## config.mk

```make
export PLATFORM = sky130hd
export DESIGN_NAME = codepoint_to_keystroke_sequencer_core_flat
export DESIGN_NICKNAME = d
export VERILOG_FILES = /design/src/rtl/core/cks_pkg.sv /design/src/rtl/core/cks_word_if.sv /design/src/rtl/core/cks_digit_unit.sv /design/src/rtl/core/cks_event_seq.sv /design/src/rtl/core/codepoint_to_keystroke_sequencer_core.sv /design/src/flat_wrapper.sv
export SDC_FILE = /design/constraint.sdc
export NUM_CORES = 1
export LEC_CHECK = 0
export BUFFER_PORTS_ARGS = -buffer_cell sky130_fd_sc_hd__buf_2
export CELL_PAD_IN_SITES_DETAIL_PLACEMENT = 0
export CELL_PAD_IN_SITES_GLOBAL_PLACEMENT = 1
export CORE_MARGIN = 1
export CORE_UTILIZATION = 35
export CTS_CLUSTER_SIZE = 12
export DETAILED_ROUTE_END_ITERATION = 7
export PLACE_DENSITY = 0.64
export SLEW_MARGIN = 0
export SYNTH_ARGS = -nofsm -noshare
export SYNTH_HDL_FRONTEND = slang
export SYNTH_SLANG_ARGS = --single-unit
export TNS_END_PERCENT = 50
```

## constraint.sdc

```tcl
create_clock -name clk_i -period 3.4 [get_ports clk_i]
set_clock_uncertainty 0.05 [all_clocks]
set_input_delay 0.34 -clock clk_i [delete_from_list [all_inputs] [get_ports clk_i]]
set_output_delay 0.34 -clock clk_i [all_outputs]
set_load 0.005 [all_outputs]
```

## src/rtl/core/cks_pkg.sv

```systemverilog
// ----------------------------------------------------------------------------
// cks_pkg - codepoint to keystroke sequencer definitions
// Word types, sequencer states, key codes and the printable ASCII key table.
// ----------------------------------------------------------------------------
package cks_pkg;

  localparam int unsigned CpW    = 21;
  localparam int unsigned KeyW   = 8;
  localparam int unsigned NibW   = 4;
  localparam int unsigned MaxDig = 6;
  localparam int unsigned ValW   = NibW * MaxDig;
  localparam int unsigned CntW   = 3;

  localparam logic [KeyW-1:0] VkLShift = 8'hA0;
  localparam logic [KeyW-1:0] VkLCtrl  = 8'hA2;
  localparam logic [KeyW-1:0] VkU      = 8'h55;
  localparam logic [KeyW-1:0] VkDigit0 = 8'h30;
  localparam logic [KeyW-1:0] VkLetter = 8'h41;

  localparam logic [CpW-1:0] PrintLo = 21'h20;
  localparam logic [CpW-1:0] PrintHi = 21'h7E;

  // Input, output and configuration words
  typedef struct packed {
    logic [CpW-1:0] codepoint;
  } cp_word_t;

  typedef struct packed {
    logic [KeyW-1:0] key_code;
    logic            is_release;
    logic            last_of_run;
  } key_word_t;

  typedef struct packed {
    logic keyboard_attached;
  } cfg_word_t;

  // Sequencer to digit unit
  typedef struct packed {
    logic           load;
    logic           step;
    logic [CpW-1:0] value;
  } digit_ctl_t;

  // Digit unit to sequencer
  typedef struct packed {
    logic            rdy;   // leading zeros skipped, nibble is valid
    logic            last;  // current nibble is the final digit
    logic [NibW-1:0] nibble;
  } digit_sts_t;

  typedef enum logic [3:0] {
    ST_IDLE,
    ST_A_SHIFT_DN,
    ST_A_KEY_DN,
    ST_A_KEY_UP,
    ST_A_SHIFT_UP,
    ST_H_CTRL_DN,
    ST_H_SHIFT_DN,
    ST_H_U_DN,
    ST_H_U_UP,
    ST_H_DIG_DN,
    ST_H_DIG_UP,
    ST_H_SHIFT_UP,
    ST_H_CTRL_UP
  } seq_state_e;

  // Bit 8 = Shift needed, low byte = key code; entries for 0x20..0x7E
  localparam int unsigned AsciiN = 95;
  localparam logic [8:0] AsciiKeys [AsciiN] = '{
    9'h020, 9'h131, 9'h1DE, 9'h133, 9'h134, 9'h135, 9'h137, 9'h0DE,
    9'h139, 9'h130, 9'h138, 9'h1BB, 9'h0BC, 9'h0BD, 9'h0BE, 9'h0BF,
    9'h030, 9'h031, 9'h032, 9'h033, 9'h034, 9'h035, 9'h036, 9'h037,
    9'h038, 9'h039, 9'h1BA, 9'h0BA, 9'h1BC, 9'h0BB, 9'h1BE, 9'h1BF,
    9'h132, 9'h141, 9'h142, 9'h143, 9'h144, 9'h145, 9'h146, 9'h147,
    9'h148, 9'h149, 9'h14A, 9'h14B, 9'h14C, 9'h14D, 9'h14E, 9'h14F,
    9'h150, 9'h151, 9'h152, 9'h153, 9'h154, 9'h155, 9'h156, 9'h157,
    9'h158, 9'h159, 9'h15A, 9'h0DB, 9'h0DC, 9'h0DD, 9'h136, 9'h1BD,
    9'h0C0, 9'h041, 9'h042, 9'h043, 9'h044, 9'h045, 9'h046, 9'h047,
    9'h048, 9'h049, 9'h04A, 9'h04B, 9'h04C, 9'h04D, 9'h04E, 9'h04F,
    9'h050, 9'h051, 9'h052, 9'h053, 9'h054, 9'h055, 9'h056, 9'h057,
    9'h058, 9'h059, 9'h05A, 9'h1DB, 9'h1DC, 9'h1DD, 9'h1C0
  };

  function automatic logic is_printable(input logic [CpW-1:0] cp);
    return (cp >= PrintLo) && (cp <= PrintHi);
  endfunction

  function automatic logic [8:0] ascii_key(input logic [CpW-1:0] cp);
    logic [6:0] idx;
    idx = 7'(cp - PrintLo);
    if (idx < 7'(AsciiN)) begin
      return AsciiKeys[idx];
    end
    return 9'h000;
  endfunction

  function automatic logic [KeyW-1:0] hex_key(input logic [NibW-1:0] d);
    if (d < 4'd10) begin
      return VkDigit0 + KeyW'(d);
    end
    return VkLetter + KeyW'(d - 4'd10);
  endfunction

endpackage

```

## src/rtl/core/cks_word_if.sv

```systemverilog
// ----------------------------------------------------------------------------
// cks_word_if - valid/ready channel
// Carries one word of type T per handshake.
// ----------------------------------------------------------------------------
interface cks_word_if #(
  parameter type T = logic
);
  logic valid;
  logic ready;
  T     data;

  modport source (output valid, output data, input ready);
  modport sink   (input valid, input data, output ready);
endinterface

```

## src/rtl/core/cks_digit_unit.sv

```systemverilog
// ----------------------------------------------------------------------------
// cks_digit_unit - hex digit shifter
// Holds the codepoint as six nibbles, skips leading zeros one nibble a cycle
// and steps to the next digit on request.
// ----------------------------------------------------------------------------
module cks_digit_unit (
  input  logic                clk_i,
  input  logic                rst_ni,
  input  cks_pkg::digit_ctl_t ctl_i,
  output cks_pkg::digit_sts_t sts_o
);

  logic [cks_pkg::ValW-1:0] val_q, val_d;
  logic [cks_pkg::CntW-1:0] cnt_q, cnt_d;
  logic                     normed_q, normed_d;
  logic [cks_pkg::NibW-1:0] top_nib;
  logic                     single;

  assign top_nib = val_q[cks_pkg::ValW-1 -: cks_pkg::NibW];
  assign single  = (cnt_q == cks_pkg::CntW'(1));

  assign sts_o.rdy    = normed_q || (top_nib != '0) || single;
  assign sts_o.last   = single;
  assign sts_o.nibble = top_nib;

  always_comb begin
    val_d    = val_q;
    cnt_d    = cnt_q;
    normed_d = normed_q;
    if (ctl_i.load) begin
      val_d    = cks_pkg::ValW'(ctl_i.value);
      cnt_d    = cks_pkg::CntW'(cks_pkg::MaxDig);
      normed_d = 1'b0;
    end else if (ctl_i.step && !single) begin
      val_d = val_q << cks_pkg::NibW;
      cnt_d = cnt_q - cks_pkg::CntW'(1);
    end else if (!normed_q) begin
      if ((top_nib == '0) && !single) begin
        // leading zero: drop it
        val_d = val_q << cks_pkg::NibW;
        cnt_d = cnt_q - cks_pkg::CntW'(1);
      end else begin
        normed_d = 1'b1;
      end
    end
  end

  always_ff @(posedge clk_i or negedge rst_ni) begin
    if (!rst_ni) begin
      cnt_q    <= cks_pkg::CntW'(1);
      normed_q <= 1'b1;
    end else begin
      cnt_q    <= cnt_d;
      normed_q <= normed_d;
    end
  end

  always_ff @(posedge clk_i) begin
    val_q <= val_d;
  end

endmodule

```

## src/rtl/core/cks_event_seq.sv

```systemverilog
// ----------------------------------------------------------------------------
// cks_event_seq - key event sequencer
// Walks one codepoint through its press/release run and holds the event
// word in an output register.
// ----------------------------------------------------------------------------
module cks_event_seq (
  input  logic                clk_i,
  input  logic                rst_ni,
  input  logic                kbd_i,
  cks_word_if.sink            in_i,
  cks_word_if.source          out_o,
  output cks_pkg::digit_ctl_t dctl_o,
  input  cks_pkg::digit_sts_t dsts_i
);

  cks_pkg::seq_state_e         state_q, state_d;
  logic [cks_pkg::KeyW-1:0]    key_q, key_d;
  logic                        shift_q, shift_d;
  logic                        ov_q, ov_d;
  cks_pkg::key_word_t          ev_q, ev_d;
  logic                        ld;
  logic                        emit;
  cks_pkg::key_word_t          ev_new;
  logic [8:0]                  entry;

  assign ld    = !ov_q || out_o.ready;
  assign entry = cks_pkg::ascii_key(in_i.data.codepoint);

  assign out_o.valid = ov_q;
  assign out_o.data  = ev_q;

  always_comb begin
    state_d       = state_q;
    key_d         = key_q;
    shift_d       = shift_q;
    in_i.ready    = 1'b0;
    emit          = 1'b0;
    ev_new        = '0;
    dctl_o.load   = 1'b0;
    dctl_o.step   = 1'b0;
    dctl_o.value  = in_i.data.codepoint;

    case (state_q)
      cks_pkg::ST_IDLE: begin
        in_i.ready = 1'b1;
        if (in_i.valid && kbd_i) begin
          if (cks_pkg::is_printable(in_i.data.codepoint)) begin
            key_d   = entry[7:0];
            shift_d = entry[8];
            state_d = entry[8] ? cks_pkg::ST_A_SHIFT_DN : cks_pkg::ST_A_KEY_DN;
          end else begin
            dctl_o.load = 1'b1;
            state_d     = cks_pkg::ST_H_CTRL_DN;
          end
        end
      end
      cks_pkg::ST_A_SHIFT_DN: begin
        emit            = ld;
        ev_new.key_code = cks_pkg::VkLShift;
        if (ld) state_d = cks_pkg::ST_A_KEY_DN;
      end
      cks_pkg::ST_A_KEY_DN: begin
        emit            = ld;
        ev_new.key_code = key_q;
        if (ld) state_d = cks_pkg::ST_A_KEY_UP;
      end
      cks_pkg::ST_A_KEY_UP: begin
        emit               = ld;
        ev_new.key_code    = key_q;
        ev_new.is_release  = 1'b1;
        ev_new.last_of_run = !shift_q;
        if (ld) state_d = shift_q ? cks_pkg::ST_A_SHIFT_UP : cks_pkg::ST_IDLE;
      end
      cks_pkg::ST_A_SHIFT_UP: begin
        emit               = ld;
        ev_new.key_code    = cks_pkg::VkLShift;
        ev_new.is_release  = 1'b1;
        ev_new.last_of_run = 1'b1;
        if (ld) state_d = cks_pkg::ST_IDLE;
      end
      cks_pkg::ST_H_CTRL_DN: begin
        emit            = ld;
        ev_new.key_code = cks_pkg::VkLCtrl;
        if (ld) state_d = cks_pkg::ST_H_SHIFT_DN;
      end
      cks_pkg::ST_H_SHIFT_DN: begin
        emit            = ld;
        ev_new.key_code = cks_pkg::VkLShift;
        if (ld) state_d = cks_pkg::ST_H_U_DN;
      end
      cks_pkg::ST_H_U_DN: begin
        emit            = ld;
        ev_new.key_code = cks_pkg::VkU;
        if (ld) state_d = cks_pkg::ST_H_U_UP;
      end
      cks_pkg::ST_H_U_UP: begin
        emit              = ld;
        ev_new.key_code   = cks_pkg::VkU;
        ev_new.is_release = 1'b1;
        if (ld) state_d = cks_pkg::ST_H_DIG_DN;
      end
      cks_pkg::ST_H_DIG_DN: begin
        // wait here until the leading zeros are gone
        emit            = ld && dsts_i.rdy;
        ev_new.key_code = cks_pkg::hex_key(dsts_i.nibble);
        if (ld && dsts_i.rdy) state_d = cks_pkg::ST_H_DIG_UP;
      end
      cks_pkg::ST_H_DIG_UP: begin
        emit              = ld;
        ev_new.key_code   = cks_pkg::hex_key(dsts_i.nibble);
        ev_new.is_release = 1'b1;
        if (ld) begin
          dctl_o.step = 1'b1;
          state_d     = dsts_i.last ? cks_pkg::ST_H_SHIFT_UP : cks_pkg::ST_H_DIG_DN;
        end
      end
      cks_pkg::ST_H_SHIFT_UP: begin
        emit              = ld;
        ev_new.key_code   = cks_pkg::VkLShift;
        ev_new.is_release = 1'b1;
        if (ld) state_d = cks_pkg::ST_H_CTRL_UP;
      end
      cks_pkg::ST_H_CTRL_UP: begin
        emit               = ld;
        ev_new.key_code    = cks_pkg::VkLCtrl;
        ev_new.is_release  = 1'b1;
        ev_new.last_of_run = 1'b1;
        if (ld) state_d = cks_pkg::ST_IDLE;
      end
      default: begin
        state_d = cks_pkg::ST_IDLE;
      end
    endcase
  end

  always_comb begin
    ov_d = ov_q;
    ev_d = ev_q;
    if (emit) begin
      ov_d = 1'b1;
      ev_d = ev_new;
    end else if (out_o.ready) begin
      ov_d = 1'b0;
    end
  end

  always_ff @(posedge clk_i or negedge rst_ni) begin
    if (!rst_ni) begin
      state_q <= cks_pkg::ST_IDLE;
      ov_q    <= 1'b0;
    end else begin
      state_q <= state_d;
      ov_q    <= ov_d;
    end
  end

  always_ff @(posedge clk_i) begin
    key_q   <= key_d;
    shift_q <= shift_d;
    ev_q    <= ev_d;
  end

endmodule

```

## src/rtl/core/codepoint_to_keystroke_sequencer_core.sv

```systemverilog
// Codepoint to keystroke sequencer. Each accepted codepoint word becomes a
// run of key press/release words, one per cycle while the sink keeps ready
// high and the digit shifter has a digit ready; the final word of a run
// carries last_of_run. Printable ASCII (0x20..0x7E) gives 2 events, or 4
// with left Shift wrapped round; anything else is typed as the hex-entry
// chord Ctrl+Shift+U, digits, and releases, 6 + 2*digits events (8 to 18).
// The sequencer emits one event a cycle while the sink keeps ready high, and
// the digit shifter drops one leading zero nibble a cycle while the prefix
// keys go out. The input is not ready while a run is in progress. With
// keyboard_attached low a codepoint is taken and dropped. keyboard_attached
// resets to 1 and is written through cfg_i, which is always ready.
// ----------------------------------------------------------------------------
// codepoint_to_keystroke_sequencer_core - top level
// Configuration register, event sequencer and hex digit shifter.
// ----------------------------------------------------------------------------
module codepoint_to_keystroke_sequencer_core (
  input  logic       clk_i,
  input  logic       rst_ni,
  cks_word_if.sink   cfg_i,
  cks_word_if.sink   in_i,
  cks_word_if.source out_o
);

  // keyboard_attached register; the user must write it only while idle, the block does not enforce this
  logic kbd_q, kbd_d;

  // control and status between sequencer and digit shifter
  cks_pkg::digit_ctl_t dctl;
  cks_pkg::digit_sts_t dsts;

  assign cfg_i.ready = 1'b1;

  always_comb begin
    kbd_d = kbd_q;
    if (cfg_i.valid) begin
      kbd_d = cfg_i.data.keyboard_attached;
    end
  end

  always_ff @(posedge clk_i or negedge rst_ni) begin
    if (!rst_ni) begin
      kbd_q <= 1'b1;
    end else begin
      kbd_q <= kbd_d;
    end
  end

  // sequencer: owns the codepoint and key event handshakes and the output register
  cks_event_seq u_seq (
    .clk_i  (clk_i),
    .rst_ni (rst_ni),
    .kbd_i  (kbd_q),
    .in_i   (in_i),
    .out_o  (out_o),
    .dctl_o (dctl),
    .dsts_i (dsts)
  );

  // nibble shifter: zero skipping and digit stepping
  cks_digit_unit u_digit (
    .clk_i  (clk_i),
    .rst_ni (rst_ni),
    .ctl_i  (dctl),
    .sts_o  (dsts)
  );

endmodule

```

## src/flat_wrapper.sv

```systemverilog
// flat-port wrapper written by rule: the top's interface ports become plain ports
module codepoint_to_keystroke_sequencer_core_flat import cks_pkg::*;
  (clk_i, rst_ni, cfg_i_valid, cfg_i_data, cfg_i_ready, in_i_valid, in_i_data, in_i_ready, out_o_valid, out_o_data, out_o_ready);
  cks_word_if #(.T(cfg_word_t)) cfg_i_i ();
  cks_word_if #(.T(cp_word_t)) in_i_i ();
  cks_word_if #(.T(key_word_t)) out_o_i ();
  input  logic clk_i;
  input  logic rst_ni;
  input wire logic [$bits(cfg_i_i.valid)-1:0] cfg_i_valid;
  input wire logic [$bits(cfg_i_i.data)-1:0] cfg_i_data;
  output wire logic [$bits(cfg_i_i.ready)-1:0] cfg_i_ready;
  input wire logic [$bits(in_i_i.valid)-1:0] in_i_valid;
  input wire logic [$bits(in_i_i.data)-1:0] in_i_data;
  output wire logic [$bits(in_i_i.ready)-1:0] in_i_ready;
  output wire logic [$bits(out_o_i.valid)-1:0] out_o_valid;
  output wire logic [$bits(out_o_i.data)-1:0] out_o_data;
  input wire logic [$bits(out_o_i.ready)-1:0] out_o_ready;
  assign cfg_i_i.valid = cfg_i_valid;
  assign cfg_i_i.data = cfg_i_data;
  assign cfg_i_ready = cfg_i_i.ready;
  assign in_i_i.valid = in_i_valid;
  assign in_i_i.data = in_i_data;
  assign in_i_ready = in_i_i.ready;
  assign out_o_valid = out_o_i.valid;
  assign out_o_data = out_o_i.data;
  assign out_o_i.ready = out_o_ready;
  codepoint_to_keystroke_sequencer_core u_core (.clk_i(clk_i), .rst_ni(rst_ni), .cfg_i(cfg_i_i), .in_i(in_i_i), .out_o(out_o_i));
endmodule
```

==> run_results.csv, run 1 <==
group,metric,value,unit
status,status,"finished, final reports clean",
pwr,ir_drop,0.200,mV
synthesis,ys_seq_area_frac,0.429,
pwr,p_int,1630,µW
synthesis,synth_edf_count,40,
sta,setup_tns,0,ns
routing,drt-initial-drc-count,129,
clocking,hold_buffers,1,
clocking,clk_pin_slew,0.10,ns
clocking,cts_setup_buffers,0,
sta,rsz0062_at_grt,"false",
worst_setup_path,criticalPathCategory,"flop to flop",
pwr,pwr-share-seq,0.424,
clocking,cts_root_buffer,"clkbuf_8",
clocking,cts_tree,"done",
synthesis,yosys_warnings,0,
routing,drt-wirelength-per-cell,15.7,µm
clocking,worst_skew_pair.late_latency,0.31,ns
global_routing,grt_antenna_before_repair,0,
synthesis,synth_flop_cell,"edfxtp_1",
pwr,combinationalPowerShare,0.423,
layout,nNetsFinal,428,
sta,slew_violations,0,
pwr,p_switching,1000,µW
clocking,clock_sinks,53,
placed_design,dp.final_hpwl,5950,µm
synthesis,netlist_area,3530,µm²
synthesis,ys_types,67,
flow_run,drv_cap,0,
sta,tightest_slew,0.882,ns
global_routing,grt_pass1_wl,13600,µm
die,core_area,9770,µm²
synthesis,ys_ff_latch,53,
sta,setup_viol,0,
clocking,clockBufferDepth,2,
clocking,htreeDepth,2,
layout,final_util,0.401,
routing,dr.pass1.iters,5,
die,dieHeight,102,µm
worst_setup_path,crit_arrival,2.56,ns
layout,antennaDiodeCount,0,
placed_design,io_buffers,38,
hold_path,hp-class,"input pin to flop",
routing,routed_wl,8190,µm
die,initial_core_util,0.361,
die,boundaryPins,40,
sta,hold_viol,0,
pwr,p_leak,0.00147,µW
worst_setup_path,start_kind,"flop",
worst_setup_path,endpoint_kind,"flop",
die,die_area,10500,µm²
die,die_x,102,µm
layout,fill_cells,1007,
global_routing,grt_pass1_vias,2612,
routing,drc,0,
synthesis,syn_nets,404,
routing,drtAntennaViolNets,0,
worst_setup_path,critical_path_peak_fanout,29,
sta,fmax,382,MHz
synthesis,synth.avg_cell_area,9.75,µm²
global_routing,grt_max_degree,30,
layout,area_growth,11.0,%
global_routing,gr-total-overflow,0,
pwr,power_frac_clock,0.153,
sta,relSlewSlack,0.409,
layout,layout_common_cells,"40 x edfxtp_1, 38 x buf_2, 33 x nor2_1",
sta,fin_crit,2.62,ns
global_routing,grt_usage,0.167,
routing,via_per_inst,5.33,
clocking,cts_made_buffers,5,
worst_setup_path,worstPathRequired,3.35,ns
layout,drive_above_1_share,0.214,
placed_design,routabilityCongestion,0.836,
synthesis,synth_cells,362,
die,num_rows,36,
layout,final_common_cell,"edfxtp_1",
sta,period_share,0.769,
synthesis,async_flop_share,0.189,
pwr,powerDensity,671,nW/µm²
pwr,p_sw_frac,0.380,
routing,dr_total_vias,2769,
clocking,postCtsResizedCells,0,
## final timing paths
path | start | endpoint | slack, ns | depth (start not counted)
worst max-delay path | u_core.u_seq.state_q[1] | u_core.u_digit.val_q[0] | 0.78 | 6
worst min-delay path | cfg_i_data | u_core.kbd_q | 0.21 | 2
worst max register to register | u_core.u_seq.state_q[1] | u_core.u_digit.val_q[0] | 0.78 | 6
worst min register to register | u_core.u_digit.cnt_q[1] | u_core.u_digit.cnt_q[1] | 0.45 | 1
max in group asynchronous | rst_ni | u_core.kbd_q | 2.68 | 2
min in group asynchronous | rst_ni | u_core.u_seq.out_o.valid | 0.37 | 2
## per-layer routing
metal | part of all wire | track usage | vias up
li1 | - | - | 1394
met3 | 0.035 | 0.0212 | 8
met5 | 0 | 0 | -
met1 | 0.49 | 0.240 | 1307
met4 | 0.011 | 0.0429 | 0
met2 | 0.47 | 0.265 | 60
## layout make-up
| type | count | area (µm²) | area share |
|---|---|---|---|
| Timing Repair Buffer | 47 | 260 | 0.0664 |
| Sequential cell | 53 | 1520 | 0.387 |
| Clock inverter | 2 | 13.8 | 0.00351 |
| Inverter | 17 | 63.8 | 0.0163 |
| Multi-Input combinational cell | 262 | 1810 | 0.461 |
| Clock buffer | 6 | 93.8 | 0.0239 |
| Tap cell | 133 | 166 | 0.0425 |
## critical path, cell delays in order (launching register included)
cell	delay (ns)
dfrtp_1	0.64
nor4_4	0.52
nand3_1	0.19
a21oi_2	0.13
buf_4	0.32
nand2b_1	0.15
buf_4	0.29
## cell usage after synthesis (2+ instances only)
library cell	n	area [µm²]
nand2_1	19	71.3
a21oi_1	21	105
xnor2_1	2	17.5
nand2b_1	8	50.1
and2_1	7	43.8
o32ai_1	4	35.0
o2111ai_1	2	17.5
inv_1	17	63.8
dfrtp_1	7	175
and3_1	2	12.5
maj3_1	3	30.0
mux2_2	18	203
a22o_1	2	17.5
o21ai_0	21	105
o211ai_1	5	37.5
and4_1	2	17.5
a2111oi_0	2	17.5
a221oi_1	2	17.5
buf_6	3	33.8
nand3b_1	3	22.5
clkbuf_1	20	75.1
nand4_1	4	25.0
or3_1	4	25.0
edfxtp_1	40	1200
nor2b_1	6	37.5
nor3_1	14	70.1
buf_2	5	25.0
a31o_2	2	17.5
o22ai_1	2	12.5
nor4_1	3	18.8
mux2i_1	6	60.1
dfxtp_1	3	60.1
nand3_1	7	35.0
nor2_1	33	124
ha_1	15	188
xor2_1	4	35.0
a211oi_1	5	37.5
dfstp_2	3	78.8
a31oi_1	3	18.8
a22oi_1	4	30.0
nor3b_1	2	15.0
o31ai_1	2	15.0
## sequential cells by signal, summed over array words and instances (netlist names)
name,count
u_core.kbd_q,1
u_core.u_digit.cnt_q,3
u_core.u_digit.normed_q,1
u_core.u_digit.val_q,24
u_core.u_seq.key_q,8
u_core.u_seq.out_o.data,10
u_core.u_seq.out_o.valid,1
u_core.u_seq.shift_q,1
u_core.u_seq.state_q,4
## power groups by stage
stage / logic, µW / clock network [µW] / registers, µW
after floorplan: 866 / 0 / 1040
after global placement: 1110 / 0 / 1130
after detailed placement: 1110 / 0 / 1140
after CTS: 1120 / 415 / 1120
after global routing: 1260 / 437 / 1150
final: 1110 / 402 / 1120
## logic make-up (layout without fill, tap and decap cells)
family          after synthesis  count (layout)  synth area share
compound gates               93              93             0.179
xor+xnor                      6               6            0.0149
fa+ha+maj                    18              18            0.0617
buf+inv                      47              72            0.0592
flops                        53              53             0.429
mux                          24              24            0.0744
other cells                   1               1           0.00106
simple gates                120             120             0.181
## through the flow
| step | hold WS, ns | total power [µW] | instances | area [µm²] | setup WS (ns) |
|---|---|---|---|---|---|
| finish | 0.214 | 2630 | 520 | 3920 | 0.784 |
| detailed placement | 0.177 | 2250 | 511 | 3800 | 0.793 |
| global route | 0.219 | 2850 | 520 | 3920 | 0.542 |
| global placement | 0.182 | 2240 | 511 | 3800 | 0.788 |
| CTS | 0.202 | 2660 | 520 | 3920 | 0.769 |
| floorplan | -0.00559 | 1900 | 362 | 3530 | 0.769 |
Note: power is estimated with default switching activity, not from simulation.
==> run 2: changes to the inputs <==
==> constraint.sdc (replaced) <==
create_clock -name clk_i -period 2.71 [get_ports clk_i]
set_clock_uncertainty 0.05 [all_clocks]
set_input_delay 0.271 -clock clk_i [delete_from_list [all_inputs] [get_ports clk_i]]
set_output_delay 0.271 -clock clk_i [all_outputs]
set_load 0.005 [all_outputs]
==> run 2 against run 1 <==
- global-route usage fell by 0.33 points
- critical endpoint is now u_core.u_seq.out_o.data[4]
- sequential cell count did not move
- maximum frequency rose by 11%
- design area rose by 1.3%
- combinational power rose by 37%
- critical path type unchanged
- critical path depth did not move
- register-to-register slack got worse by 0.43 ns
- clock-buffer cell count did not move
- highest routed layer unchanged
- clock power rose by 11%
- via count rose by 2.3%
- hold slack got worse by 0.074 ns
- non-clock buffer count rose by 8
==> run_results.csv, run 2 (synthesis results as in run 1) <==
group,metric,value,unit
status,status,"finished, final reports clean",
clocking,cts_setup_buffers,0,
worst_setup_path,critical_path_peak_fanout,10,
clocking,clk_pin_slew,0.10,ns
layout,largest_register,"u_core.u_digit.val_q",
layout,largest_register_ffs,24,
routing,drc,0,
sta,setup_tns,0,ns
die,die_area,10500,µm²
sta,setup_viol,0,
placed_design,routabilityCongestion,0.904,
sta,slew_violations,0,
worst_setup_path,endpoint_kind,"flop",
clocking,clock_sinks,53,
worst_setup_path,crit_arrival,2.25,ns
pwr,ir_drop,0.249,mV
hold_path,hp-class,"input pin to flop",
die,core_area,9770,µm²
clocking,cts_made_buffers,5,
worst_setup_path,ff2ff_setup_slack,0.35,ns
worst_setup_path,start_kind,"flop",
clocking,htreeDepth,2,
routing,drt-wirelength-per-cell,15.7,µm
clocking,cts_tree,"done",
flow_run,drv_cap,0,
routing,drtAntennaViolNets,0,
sta,tightest_slew,0.797,ns
placed_design,pre_cts_ws,0.250,ns
global_routing,grt_usage,0.164,
die,num_rows,36,
layout,fill_cells,987,
worst_setup_path,criticalPathCategory,"flop to flop",
sta,rsz0062_at_grt,"false",
placed_design,dp.final_hpwl,6090,µm
global_routing,grt_max_degree,30,
die,boundaryPins,40,
routing,routed_wl,8270,µm
die,initial_core_util,0.361,
sta,fin_crit,2.36,ns
pwr,powerDensity,826,nW/µm²
layout,antennaDiodeCount,0,
layout,area_growth,12.5,%
sta,hold_ws,0.140,ns
layout,nNetsFinal,436,
global_routing,grt_pass1_vias,2626,
sta,period_share,0.869,
layout,drive_above_1_share,0.228,
global_routing,grt_pass1_wl,13400,µm
clocking,worst_skew_pair.late_latency,0.30,ns
clocking,clockBufferDepth,2,
sta,fmax,424,MHz
sta,relSlewSlack,0.467,
die,dieHeight,102,µm
routing,via_per_inst,5.37,
routing,drt-initial-drc-count,127,
layout,layout_common_cells,"40 x edfxtp_1, 38 x buf_2, 33 x nor2_1",
sta,fin_ws,0.354,ns
placed_design,io_buffers,38,
sta,hold_viol,0,
worst_setup_path,worstPathRequired,2.61,ns
pwr,p_leak,0.00150,µW
clocking,cts_root_buffer,"clkbuf_8",
routing,dr_total_vias,2834,
layout,final_common_cell,"edfxtp_1",
routing,dr.pass1.iters,6,
global_routing,gr-total-overflow,0,
die,die_x,102,µm
global_routing,grt_antenna_before_repair,0,
[run 2: cell types whose count changed in the layout (fill, tap and decap cells not counted), sizes merged]
cell and change:
buf +8
[run 2: repair_timing]
item,CTS,global route
resized for setup,0,0
hold endpoints to repair,7,0
hold buffers,1,0
[run 2: final cells by class]
cell class	instances	area (µm²)	area share
clock inverter	2	13.8	0.00347
tap	133	166	0.0419
multi-input combinational	262	1810	0.455
sequential	53	1520	0.382
timing repair buffer	55	333	0.0838
clock buffer	6	72.6	0.0183
inverter	17	63.8	0.0161
[run 2: per-layer routing]
| metal | track usage | share of wire |
|---|---|---|
| met5 | 0 | 0 |
| met4 | 0.0440 | 0.010 |
| met3 | 0.0205 | 0.031 |
| met2 | 0.262 | 0.48 |
| met1 | 0.233 | 0.47 |
[run 2: final timing paths]
| check | start | to | cells past startpoint |
|---|---|---|---|
| max | u_core.u_digit.cnt_q[0] | u_core.u_seq.out_o.data[4] | 6 |
| min | cfg_i_data | u_core.kbd_q | 2 |
| max reg2reg | u_core.u_digit.cnt_q[0] | u_core.u_seq.out_o.data[4] | 6 |
| min reg2reg | u_core.u_digit.val_q[18] | u_core.u_digit.val_q[22] | 2 |
| max in group asynchronous | rst_ni | u_core.u_digit.normed_q | 2 |
| min in group asynchronous | rst_ni | u_core.u_seq.out_o.valid | 2 |
[run 2: critical path: stages (launching register included)]
cell and delay [ns]:
dfstp_2 0.54, ha_1 0.12, nor2b_1 0.29, nor2_1 0.12
a21oi_1 0.15, o31ai_1 0.09, nor2_1 0.63
[run 2: metrics by stage]
| stage | total power (µW) | utilization | std cells | instance area (µm²) |
|---|---|---|---|---|
| finish | 3280 | 0.406 | 528 | 3970 |
| detailed placement | 2850 | 0.396 | 519 | 3870 |
| floorplan | 2390 | - | 362 | 3530 |
| global placement | 2850 | 0.396 | 519 | 3870 |
| CTS | 3300 | 0.406 | 528 | 3970 |
| global route | 3520 | 0.406 | 528 | 3970 |
[run 2: power by group]
group          internal, µW  leakage (µW)  switching, µW
registers              1200      0.000511            114
logic                   637      0.000943            883
clock network           185     0.0000456            262
total                  2020       0.00150           1260
